`config.mk`:
```
export PLATFORM = sky130hd
export DESIGN_NAME = vtd_ctrl
export DESIGN_NICKNAME = d
export VERILOG_FILES = /design/src/hdl/vtd_pkg.sv /design/src/hdl/vtd_ctrl.sv
export SDC_FILE = /design/constraint.sdc
export NUM_CORES = 1
export LEC_CHECK = 0
export ABC_AREA = 1
export CAP_MARGIN = 25
export CORE_AREA = 2 2 39 41
export CTS_BUF_LIST = sky130_fd_sc_hd__clkbuf_16
export CTS_CLUSTER_DIAMETER = 120
export CTS_CLUSTER_SIZE = 40
export DETAILED_ROUTE_END_ITERATION = 10
export DIE_AREA = 0 0 41 43
export DONT_BUFFER_PORTS = 1
export PLACE_DENSITY = 0.4
export SLEW_MARGIN = 20
export SYNTH_ARGS = -nofsm -noshare
export SYNTH_HDL_FRONTEND = slang
export SYNTH_SLANG_ARGS = --single-unit
```
`constraint.sdc`:
```
create_clock -name clk -period 1.8 [get_ports clk]
set_clock_uncertainty 0.1 [all_clocks]
set_input_delay 0.18 -clock clk [delete_from_list [all_inputs] [get_ports clk]]
set_output_delay 0.18 -clock clk [all_outputs]
set_load 0.03 [all_outputs]
```
`src/hdl/vtd_pkg.sv`:
```
// ----------------------------------------------------------------------------
// Vertex triple deduplicator package
// Shared sizes and the command/status bundles between controller and datapath.
// ----------------------------------------------------------------------------
`timescale 1ns / 1ps

package vtd_pkg;

    // Table geometry
    localparam int TABLE_DEPTH = 1024;
    localparam int INDEX_BITS  = 16;
    localparam int ADDR_BITS   = $clog2(TABLE_DEPTH);
    localparam int COUNT_BITS  = $clog2(TABLE_DEPTH + 1);
    localparam int KEY_BITS    = 3 * INDEX_BITS;

    // Port field widths
    localparam int FIELD_BITS  = 16;
    localparam int ELEM_BITS   = 10;

    // Controller to datapath commands
    typedef struct packed {
        logic start;      // latch a new corner and restart the scan
        logic scan_step;  // advance the search by one entry
        logic load_out;   // move the result into the output register
    } vtd_cmd_t;

    // Datapath to controller status
    typedef struct packed {
        logic hit;        // compared entry matches the corner
        logic miss;       // all entries examined without a match
        logic out_free;   // output register can take a word this cycle
    } vtd_status_t;

endpackage

```
`src/hdl/vtd_ctrl.sv`:
```
// ----------------------------------------------------------------------------
// Vertex triple deduplicator controller
// Sequences accept, table scan and result hand-off for one corner at a time.
// ----------------------------------------------------------------------------
`timescale 1ns / 1ps

module vtd_ctrl (
    input  logic                  clk,
    input  logic                  rst_n,
    input  logic                  in_valid,
    output logic                  in_ready,
    input  vtd_pkg::vtd_status_t  status,
    output vtd_pkg::vtd_cmd_t     cmd
);

    typedef enum logic [2:0] {
        S_IDLE = 3'b001,
        S_SCAN = 3'b010,
        S_DONE = 3'b100
    } state_t;

    state_t state_reg;
    state_t state_next;

    // Take a corner only when no search is in flight
    assign in_ready = (state_reg == S_IDLE);

    // Next state and commands
    always_comb
    begin
        state_next     = state_reg;
        cmd.start      = 1'b0;
        cmd.scan_step  = 1'b0;
        cmd.load_out   = 1'b0;
        case (state_reg)
            S_IDLE:
            begin
                if (in_valid)
                begin
                    cmd.start  = 1'b1;
                    state_next = S_SCAN;
                end
            end
            S_SCAN:
            begin
                cmd.scan_step = 1'b1;
                if (status.hit || status.miss)
                begin
                    state_next = S_DONE;
                end
            end
            S_DONE:
            begin
                if (status.out_free)
                begin
                    cmd.load_out = 1'b1;
                    state_next   = S_IDLE;
                end
            end
            default:
            begin
                state_next = S_IDLE;
            end
        endcase
    end

    // State register
    always_ff @(posedge clk or negedge rst_n)
    begin
        if (!rst_n)
        begin
            state_reg <= S_IDLE;
        end
        else
        begin
            state_reg <= state_next;
        end
    end

endmodule

```
Word-level counts from Yosys, hierarchy flattened
Index checks and enable logic that the tools add are counted.
Cells by class
  add/subtract/negate cells: 0
  $mul: 0
  divide/modulo/power cells: 0
  order comparisons: 0
  equality and inequality tests: 6
  shift operators: 0
  multiplexer cells: 9
  bitwise operators: 0
  reductions and logical operators: 2
Operator list (count)
  2-to-1 mux 3 bit: 3
  case mux 3 bit (3 select lines): 1
  inequality test 2 bit (second input constant): 3
  2-to-1 mux 1 bit: 5
  equality test 3 x 1 -> 1 bit (second input constant): 1
  equality test 3 x 2 -> 1 bit (second input constant): 1
  equality test 3 bit (second input constant): 1
  AND reduction 3 bit: 1
  logical OR 1 bit: 1
Storage, ports and cells
  register bits: 3
  latch bits: 0
  RAM bits: 0
  memory bits (read-only): 0
  bits of input ports: 6
  output and inout bits: 4
  word-level logic and storage cells: 18
  memories kept: 0

Longest topological paths before layout
Gate-level depths: netlist of run 1.
  word-level depth: 3
  depth in mapped cells: 5
  gate-level depth less buffers: 5

Least setup slack after synthesis of run 1
No wires, ideal clock.
  path kind: register to output
  start point: register state_reg[0]
  end point: output port cmd[0] (netlist name)
  data arrival time: 1380 ps
  data required time: 1520 ps
  slack: 140 ps
  cell stages (with the launch flop): 2
  cell sequence: dfstp_2 nor4_1
RTL lines
  from (decl): line vtd_ctrl.sv:22  | state_t state_reg;
  from (signal assigned): line vtd_ctrl.sv:76  | state_reg <= state_next;
  to (decl): line vtd_ctrl.sv:13  | output vtd_pkg::vtd_cmd_t cmd

==> impl_metrics.tcl, run 1 <==
set metrics [dict create \
    synth_warnings 0 \
    drc 0 \
    root_buffer "clkbuf_16" \
    min_path_type "primary input to flop" \
    fp.dieH_um 43 \
    rrSetupSlack_ns 0.72 \
    synth.net_count 33 \
    dieArea_um2 1763 \
    post-place-ws_ns 0.5565 \
    setup_violations 0 \
    grt_max_degree 6 \
    r2r-end "state_reg[0]" \
    finalCritPeriodShare_pct 82.55 \
    wirelength_um 458 \
    core_area_um2 1384 \
    yosysSeqAreaShare_pct 38.13 \
    ios 10 \
    slew_headroom_pct 81.87 \
    areaGrowthSynthToFinish_pct 61.88 \
    drt-wirelength-per-cell_um 9.160 \
    report.final.slew_viol_count 0 \
    finalHoldViolations 0 \
    ys_ff_latch 3 \
    layout_setup_ws_ns 0.3141 \
    use_met1_pct 8.039 \
    cts-buffers-inserted 3 \
    drive_gt1_share_pct 44.12 \
    reg2reg_depth 4 \
    die_w_um 41 \
    vdd_drop_max_mv 0.8413 \
    fin_nets 41 \
    clk_pin_slew_ns 0.03 \
    cp-end-kind "output pin" \
    viasPerCell 3.540 \
    firstDrtPassIters 2 \
    num_antenna_cells 0 \
    reg2reg_from "state_reg[0]" \
    clkLatencyLatePin_ns 0.22 \
    numPortBuffers 0 \
    numClockSinks 3 \
    crit_arrival_ns 1.21 \
    cp-start-kind "flop" \
    hold_depth 2 \
    fp-row-count 14 \
    grt_pass1_vias 202 \
    antenna_found_initial 0 \
    grt_overflow_total 0 \
    clock.fmax_mhz 673.0 \
    worstSetupPathType "flop to output pin" \
    grt_use_met2_pct 9.063 \
    status "completed" \
    drtIter0Drc 3 \
    cts_tree "yes" \
    worst_slew_pin_slew_ns 0.2695 \
    grt_busiest_layer "met2" \
    via_count 177 \
    max_cap_violations 0 \
    grt_usage_pct 7.329 \
    synthCells 27 \
    worstPathRequired_ns 1.52 \
    cts_buffer_depth 2 \
    avgSynthCellArea_um2 7.415 \
    largest_reg_flops 3 \
    htree_levels 1 \
    grt_util_met3_pct 5.236 \
    syn_area_um2 200.2 \
    power_per_cell_area_nw_per_um2 2306 \
    gp_congestion 0.7195 \
    worstPathMaxFanout 5 \
    finalCriticalPeriod_ns 1.486 \
    final_core_util_pct 23.42 \
    min_from "in_valid" \
    leakage_nw 0.1751 \
    min_to "state_reg[1]" \
    grt_pass1_wl_um 800 \
    cts_setup_buffers 0 \
    synth_cell_type_count 15 \
    rsz0062_at_grt "false" \
    ant_nets 0 \
    initial_core_util_pct 14.47 \
    fin_tns_setup_ns 0 \
]
## how the worst max path moves through the flow
stage / start / endpoint / slack [ns]
2_1_floorplan: state_reg[0] / cmd[0] / 0.14
3_3_place_gp: state_reg[0] / cmd[2] / 0.56
3_5_place_dp: state_reg[0] / cmd[2] / 0.56
4_1_cts: state_reg[0] / cmd[2] / 0.32
5_1_grt: state_reg[0] / cmd[2] / 0.27
6_report: state_reg[0] / cmd[2] / 0.31
## cells in the mapped netlist
master	n	share of area, %
o21bai_2	1	5.6
nand3_2	2	10
nand3_1	1	2.5
inv_1	3	5.6
dfstp_2	1	13
dfrtp_1	2	25
a21oi_1	1	2.5
nand2_2	1	3.1
nand4_1	1	3.1
o21ai_1	1	2.5
nand2_1	3	5.6
nor2_1	4	7.5
nor2_2	1	3.1
nor4_1	1	3.1
inv_2	4	7.5
## worst max-delay path, stage by stage, from the launching register on
cell and delay [ns]:
dfstp_2 0.57, nand3_2 0.13, nor2_1 0.11, buf_4 0.17
## kinds of logic after synthesis
logic type / count (synthesis) / share of synthesized area (%)
buffers and inverters: 7 / 13.12
AO/OA/AOI/OAI: 3 / 10.62
AND/OR/NAND/NOR: 14 / 38.13
flip-flops: 3 / 38.13
## final cells by class
class,count,area (µm²)
tap,16,20.02
clock inverter,1,3.754
sequential,3,76.32
timing repair buffer,3,25.02
inverter,7,26.28
fill,164,1060
multi-input combinational,17,97.59
clock buffer,3,75.07
## through the flow
step                      cell area, µm²  hold slack, ns  power, mW  instances
after floorplan                    200.2         -0.2156     0.3564         27
after global placement             235.2         -0.2155     0.3997         45
after detailed placement           235.2         -0.2155     0.3971         45
after CTS                          324.1         0.04610     0.7532         50
after global routing               324.1         0.06722     0.7894         50
final                              324.1         0.05226     0.7473         50
## power by group
| group | internal, mW | switching [mW] |
|---|---|---|
| Combinational | 0.0802 | 0.179 |
| Clock | 0.286 | 0.0593 |
| Sequential | 0.106 | 0.0364 |
## placed cells by master, fill, tap and decap left out
cell type and n:
a21oi_1 1, buf_4 2, clkbuf_16 3, dfrtp_1 2
dfstp_2 1, dlygate4sd3_1 1, inv_1 4, inv_2 4
nand2_1 3, nand2_2 1, nand3_1 1, nand3_2 2
nand4_1 1, nor2_1 4, nor2_2 1, nor4_1 1
o21ai_1 1, o21bai_2 1
## timing repair
action                                 4_1_cts  5_1_grt
endpoints found under the hold margin        3        0
hold buffers                                 1        0
gates resized for setup                      0        0
## layer usage
metal / wire length, µm / vias to the layer above / share of wire, %
met3: 63 / 0 / 14
met5: 0 / - / 0
met2: 179 / 10 / 39
met1: 214 / 68 / 47
li1: - / 99 / -
met4: 0 / 0 / 0
Note: power is estimated with default switching activity, not from simulation.
==> run 2, diff against run 1 <==
Clock period 1.8 ns to 1.4 ns, I/O delays scaled along.
==> run 2 against run 1 <==
  * The run now ends with setup timing left
  * Register-to-register slack worse by 0.48 ns
  * Sequential power is 35% higher
  * Total power increased by 38%
  * Critical path depth is the same
  * First-iteration DRC count is 33% lower
  * Clock power increased by 29%
  * Largest power group unchanged
  * Die area did not move
  * Final area is 6.6% higher
  * Utilization rose by 1.5 points
  * Global-route usage increased by 0.39 points
  * Routed wire length up 9.4%
  * Final cell count rose by 2.0%
  * Highest routed layer unchanged
==> impl_metrics.tcl, run 2 (synthesis results as in run 1) <==
set metrics [dict create \
    status "finished, violations left" \
    violations "setup timing" \
    num_antenna_cells 0 \
    htree_levels 1 \
    finalCritPeriodShare_pct 102.0 \
    layout_commonest_cell "inv_2" \
    placedInstanceArea_um2 241.5 \
    worstSetupPathType "flop to output pin" \
    ios 10 \
    grt_overflow_total 0 \
    layout_setup_ws_ns -0.02741 \
    worstPathRequired_ns 1.16 \
    core_area_um2 1384 \
    cts_tree "yes" \
    antenna_found_initial 0 \
    p_sw_share_pct 37.13 \
    reg2reg_from "state_reg[0]" \
    numPortBuffers 0 \
    gp_congestion 0.7130 \
    ant_nets 0 \
    crit_path_start "state_reg[0]" \
    internal-power_mw 0.6471 \
    final_core_util_pct 24.95 \
    dieArea_um2 1763 \
    worst_slew_pin_slew_ns 0.1920 \
    leakage_nw 0.1789 \
    grt_max_degree 6 \
    cts_buffer_depth 2 \
    hpwlAfterDp_um 340.2 \
    largest_reg_flops 3 \
    min_path_type "primary input to flop" \
    seq_area_um2 76.32 \
    grt_pass1_vias 207 \
    worstPathMaxFanout 5 \
    cts-buffers-inserted 3 \
    pwr-share-comb_pct 38.1 \
    areaGrowthSynthToFinish_pct 72.50 \
    slew_headroom_pct 87.09 \
    most-common-layout-cells "5 x inv_2, 4 x nor2_1" \
    clk_pin_slew_ns 0.03 \
    setup_violations 1 \
    stdcell_count 51 \
    fillers 151 \
    root_buffer "clkbuf_16" \
    fp-row-count 14 \
    grt_pass1_wl_um 821 \
    drc 0 \
    pwr-share-clk_pct 43.3 \
    fin_area_um2 345.3 \
    numClockSinks 3 \
    vdd_drop_max_mv 1.263 \
    cp-start-kind "flop" \
    drive_gt1_share_pct 51.43 \
    grt_usage_pct 7.723 \
    report.final.slew_viol_count 0 \
    rsz0062_at_grt "true" \
    fp.dieH_um 43 \
    power_per_cell_area_nw_per_um2 2980 \
    via_count 201 \
    initial_core_util_pct 14.47 \
    viasPerCell 3.941 \
    clkLatencyLatePin_ns 0.22 \
    min_from "in_valid" \
    rrSetupSlack_ns 0.24 \
    clock.fmax_mhz 700.6 \
    cp-end-kind "output pin" \
    crit_arrival_ns 1.19 \
    place_inst 45 \
    drtIter0Drc 2 \
    finalCriticalPeriod_ns 1.427 \
    drt-wirelength-per-cell_um 9.824 \
    fin_nets 42 \
    p_seq_share_pct 18.7 \
    multiInputGateArea_um2 111.4 \
    finalHoldViolations 0 \
    max_cap_violations 0 \
    wirelength_um 501 \
    die_w_um 41 \
    p_sw_mw 0.3822 \
    firstDrtPassIters 4 \
]
==> run 2: per-stage QoR <==
step	setup WS, ns	hold WS (ns)	power, mW	TNS, ns
global placement	0.1817	-0.2555	0.5215	0
detailed placement	0.1803	-0.2555	0.5186	0
finish	-0.02741	0.01220	1.029	-0.02741
floorplan	0.05629	-0.2556	0.4657	0
global route	-0.05798	0.02092	1.094	-0.05844
CTS	-0.02904	0.009611	1.001	-0.02904
==> run 2: worst paths after layout <==
path                       depth (start not counted)      endpoint
max                                                3        cmd[2]
min                                                2  state_reg[0]
max reg2reg                                        4  state_reg[0]
min reg2reg                                        3  state_reg[1]
max in group asynchronous                          1  state_reg[0]
min in group asynchronous                          1  state_reg[2]
==> run 2: what timing repair did <==
action / 4_1_cts / 5_1_grt
hold buffers: 1 / 0
hold endpoints to repair: 3 / 0
setup endpoints to repair: 1 / 3
setup buffers: 0 / 1
resized for setup: 1 / 1
pin swaps: 1 / 1
==> run 2: cell type report <==
type                            count  area share, %
Timing Repair Buffer                4          9.420
Clock inverter                      1          1.087
Multi-Input combinational cell     17          32.25
Clock buffer                        3          21.74
Tap cell                           16          5.797
Inverter                            7          7.609
Sequential cell                     3          22.10
==> run 2: power groups by stage <==
stage | clock (mW) | combinational, mW | sequential (mW)
finish | 0.445 | 0.392 | 0.192
global route | 0.469 | 0.428 | 0.197
CTS | 0.453 | 0.356 | 0.192
detailed placement | 0 | 0.332 | 0.186
global placement | 0 | 0.334 | 0.188
floorplan | 0 | 0.288 | 0.178
==> run 2: worst max-delay path: stages (launching register included) <==
cell and delay (ns):
dfstp_2 0.59, nand3_4 0.11, nor2_1 0.10, buf_4 0.16
==> run 2: metal layers <==
| layer | global-route usage, % | wire length [µm] | up-vias |
|---|---|---|---|
| li1 | - | - | 100 |
| met1 | 8.013 | 202 | 89 |
| met2 | 10.63 | 232 | 12 |
| met3 | 4.712 | 66 | 0 |
| met4 | 6.000 | 0 | 0 |
| met5 | 0 | 0 | - |
==> run 3, diff against run 2 <==
Settings changed: HOLD_SLACK_MARGIN from default to 0.1.
==> run 3 against run 2 <==
  * Die area unchanged
  * Routed wire length grew 5.0%
  * Global-route usage is 0.40 points higher
  * Register-to-register slack about the same
  * The run still ends with setup timing left
  * Final area rose by 14%
  * Total power up 1.0%
  * First-iteration DRC count is the same
  * Hold slack better by 0.52 ns
  * Via count grew 9.0%
  * Utilization up 3.6 points
  * Final cell count rose by 9.8%
  * Critical path type unchanged
  * Clock-buffer cell count unchanged
==> impl_metrics.tcl, run 3 (synthesis results as in run 1) <==
set metrics [dict create \
    status "finished, violations left" \
    violations "setup timing" \
    drtIter0Drc 2 \
    reg2reg_depth 4 \
    areaGrowthSynthToFinish_pct 97.50 \
    reg2reg_from "state_reg[0]" \
    hold_ws_ns 0.5329 \
    leakage_nw 0.1997 \
    worstPathRequired_ns 1.16 \
    grt_util_met3_pct 4.712 \
    most-common-layout-cells "6 x dlygate4sd3_1, 5 x inv_2, 4 x nor2_1" \
    cp-end-kind "output pin" \
    die_w_um 41 \
    via_count 219 \
    gp_congestion 0.7130 \
    min_path_type "flop to flop" \
    cts_buffer_depth 2 \
    initial_core_util_pct 14.47 \
    rsz0062_at_grt "true" \
    worstPathMaxFanout 5 \
    finalHoldViolations 0 \
    fp-row-count 14 \
    ant_nets 0 \
    clkLatencyLatePin_ns 0.22 \
    viasPerCell 3.911 \
    grt_usage_pct 8.124 \
    firstDrtPassIters 4 \
    num_antenna_cells 0 \
    grt_pass1_vias 235 \
    finalCritPeriodShare_pct 102.0 \
    worstSetupPathType "flop to output pin" \
    hold_depth 3 \
    min_from "state_reg[2]" \
    crit_arrival_ns 1.19 \
    grt_use_met2_pct 11.88 \
    min_to "state_reg[1]" \
    report.final.slew_viol_count 0 \
    core_area_um2 1384 \
    numPortBuffers 0 \
    drt-wirelength-per-cell_um 9.393 \
    wirelength_um 526 \
    root_buffer "clkbuf_16" \
    antenna_found_initial 0 \
    fillers 148 \
    numClockSinks 3 \
    clk_pin_slew_ns 0.03 \
    ios 10 \
    dieArea_um2 1763 \
    layout_commonest_cell "dlygate4sd3_1" \
    grt_busiest_layer "met2" \
    grt_pass1_wl_um 883 \
    grt_max_degree 6 \
    finalCriticalPeriod_ns 1.428 \
    power_per_cell_area_nw_per_um2 2630 \
    fin_nets 47 \
    htree_levels 1 \
    use_met1_pct 8.013 \
    post-place-ws_ns 0.1803 \
    cp-start-kind "flop" \
    grt_overflow_total 0 \
    cts-buffers-inserted 3 \
    setup_violations 1 \
    layout_setup_ws_ns -0.02757 \
    clock.fmax_mhz 700.5 \
    rrSetupSlack_ns 0.24 \
    hpwlAfterDp_um 340.2 \
    r2r-end "state_reg[0]" \
    drive_gt1_share_pct 45.00 \
    vdd_drop_max_mv 1.259 \
    worst_slew_pin_slew_ns 0.1920 \
    cts_tree "yes" \
    max_cap_violations 0 \
    slew_headroom_pct 87.09 \
    largest_reg_flops 3 \
    drc 0 \
    fp.dieH_um 43 \
    final_core_util_pct 28.57 \
]
## run 3: cell count changes in the layout (fill, tap and decap cells not counted), sizes merged
cell / previous run / this run
dlygate4sd3: 1 / 6
## run 3: what timing repair did
item,in CTS,in global routing
setup endpoints to repair,1,3
setup buffers,0,1
endpoints found under the hold margin,6,0
resized for setup,1,1
pin swaps,1,1
hold buffers,6,0
## run 3: report_power, final
| group | switching (mW) | internal, mW |
|---|---|---|
| sequential | 0.0557 | 0.137 |
| clock | 0.0771 | 0.368 |
| combinational | 0.251 | 0.151 |
| total | 0.384 | 0.656 |
## run 3: layer usage
metal | up-vias | wire, µm
met2 | 13 | 249
met3 | 0 | 61
met5 | - | 0
met1 | 96 | 215
li1 | 110 | -
met4 | 0 | 0
## run 3: worst max path at each step
stage / startpoint / depth (start not counted) / to
floorplan: state_reg[0] / 2 / cmd[2]
global placement: state_reg[0] / 3 / cmd[2]
detailed placement: state_reg[0] / 3 / cmd[2]
CTS: state_reg[0] / 3 / cmd[2]
global route: state_reg[0] / 3 / cmd[2]
finish: state_reg[0] / 3 / cmd[2]
## run 3: through the flow
| stage | power, mW | std cells | instance area, µm² | TNS, ns |
|---|---|---|---|---|
| final | 1.040 | 56 | 395.4 | -0.02757 |
| after global routing | 1.106 | 56 | 395.4 | -0.05844 |
| after CTS | 1.013 | 55 | 387.9 | -0.02904 |
| after detailed placement | 0.5186 | 45 | 241.5 | 0 |
| after global placement | 0.5215 | 45 | 241.5 | 0 |
| after floorplan | 0.4657 | 27 | 206.4 | 0 |
## run 3: layout make-up
class	count	area, µm²	area share, %
sequential	3	76.32	19.30
inverter	7	26.28	6.646
timing repair buffer	9	82.58	20.89
clock inverter	1	3.754	0.9494
tap	16	20.02	5.063
clock buffer	3	75.07	18.99
multi-input combinational	17	111.4	28.16
## run 3: critical path, cell delays in order, from the launching register on
cell	delay [ns]
dfstp_2	0.59
nand3_4	0.11
nor2_1	0.10
buf_4	0.16
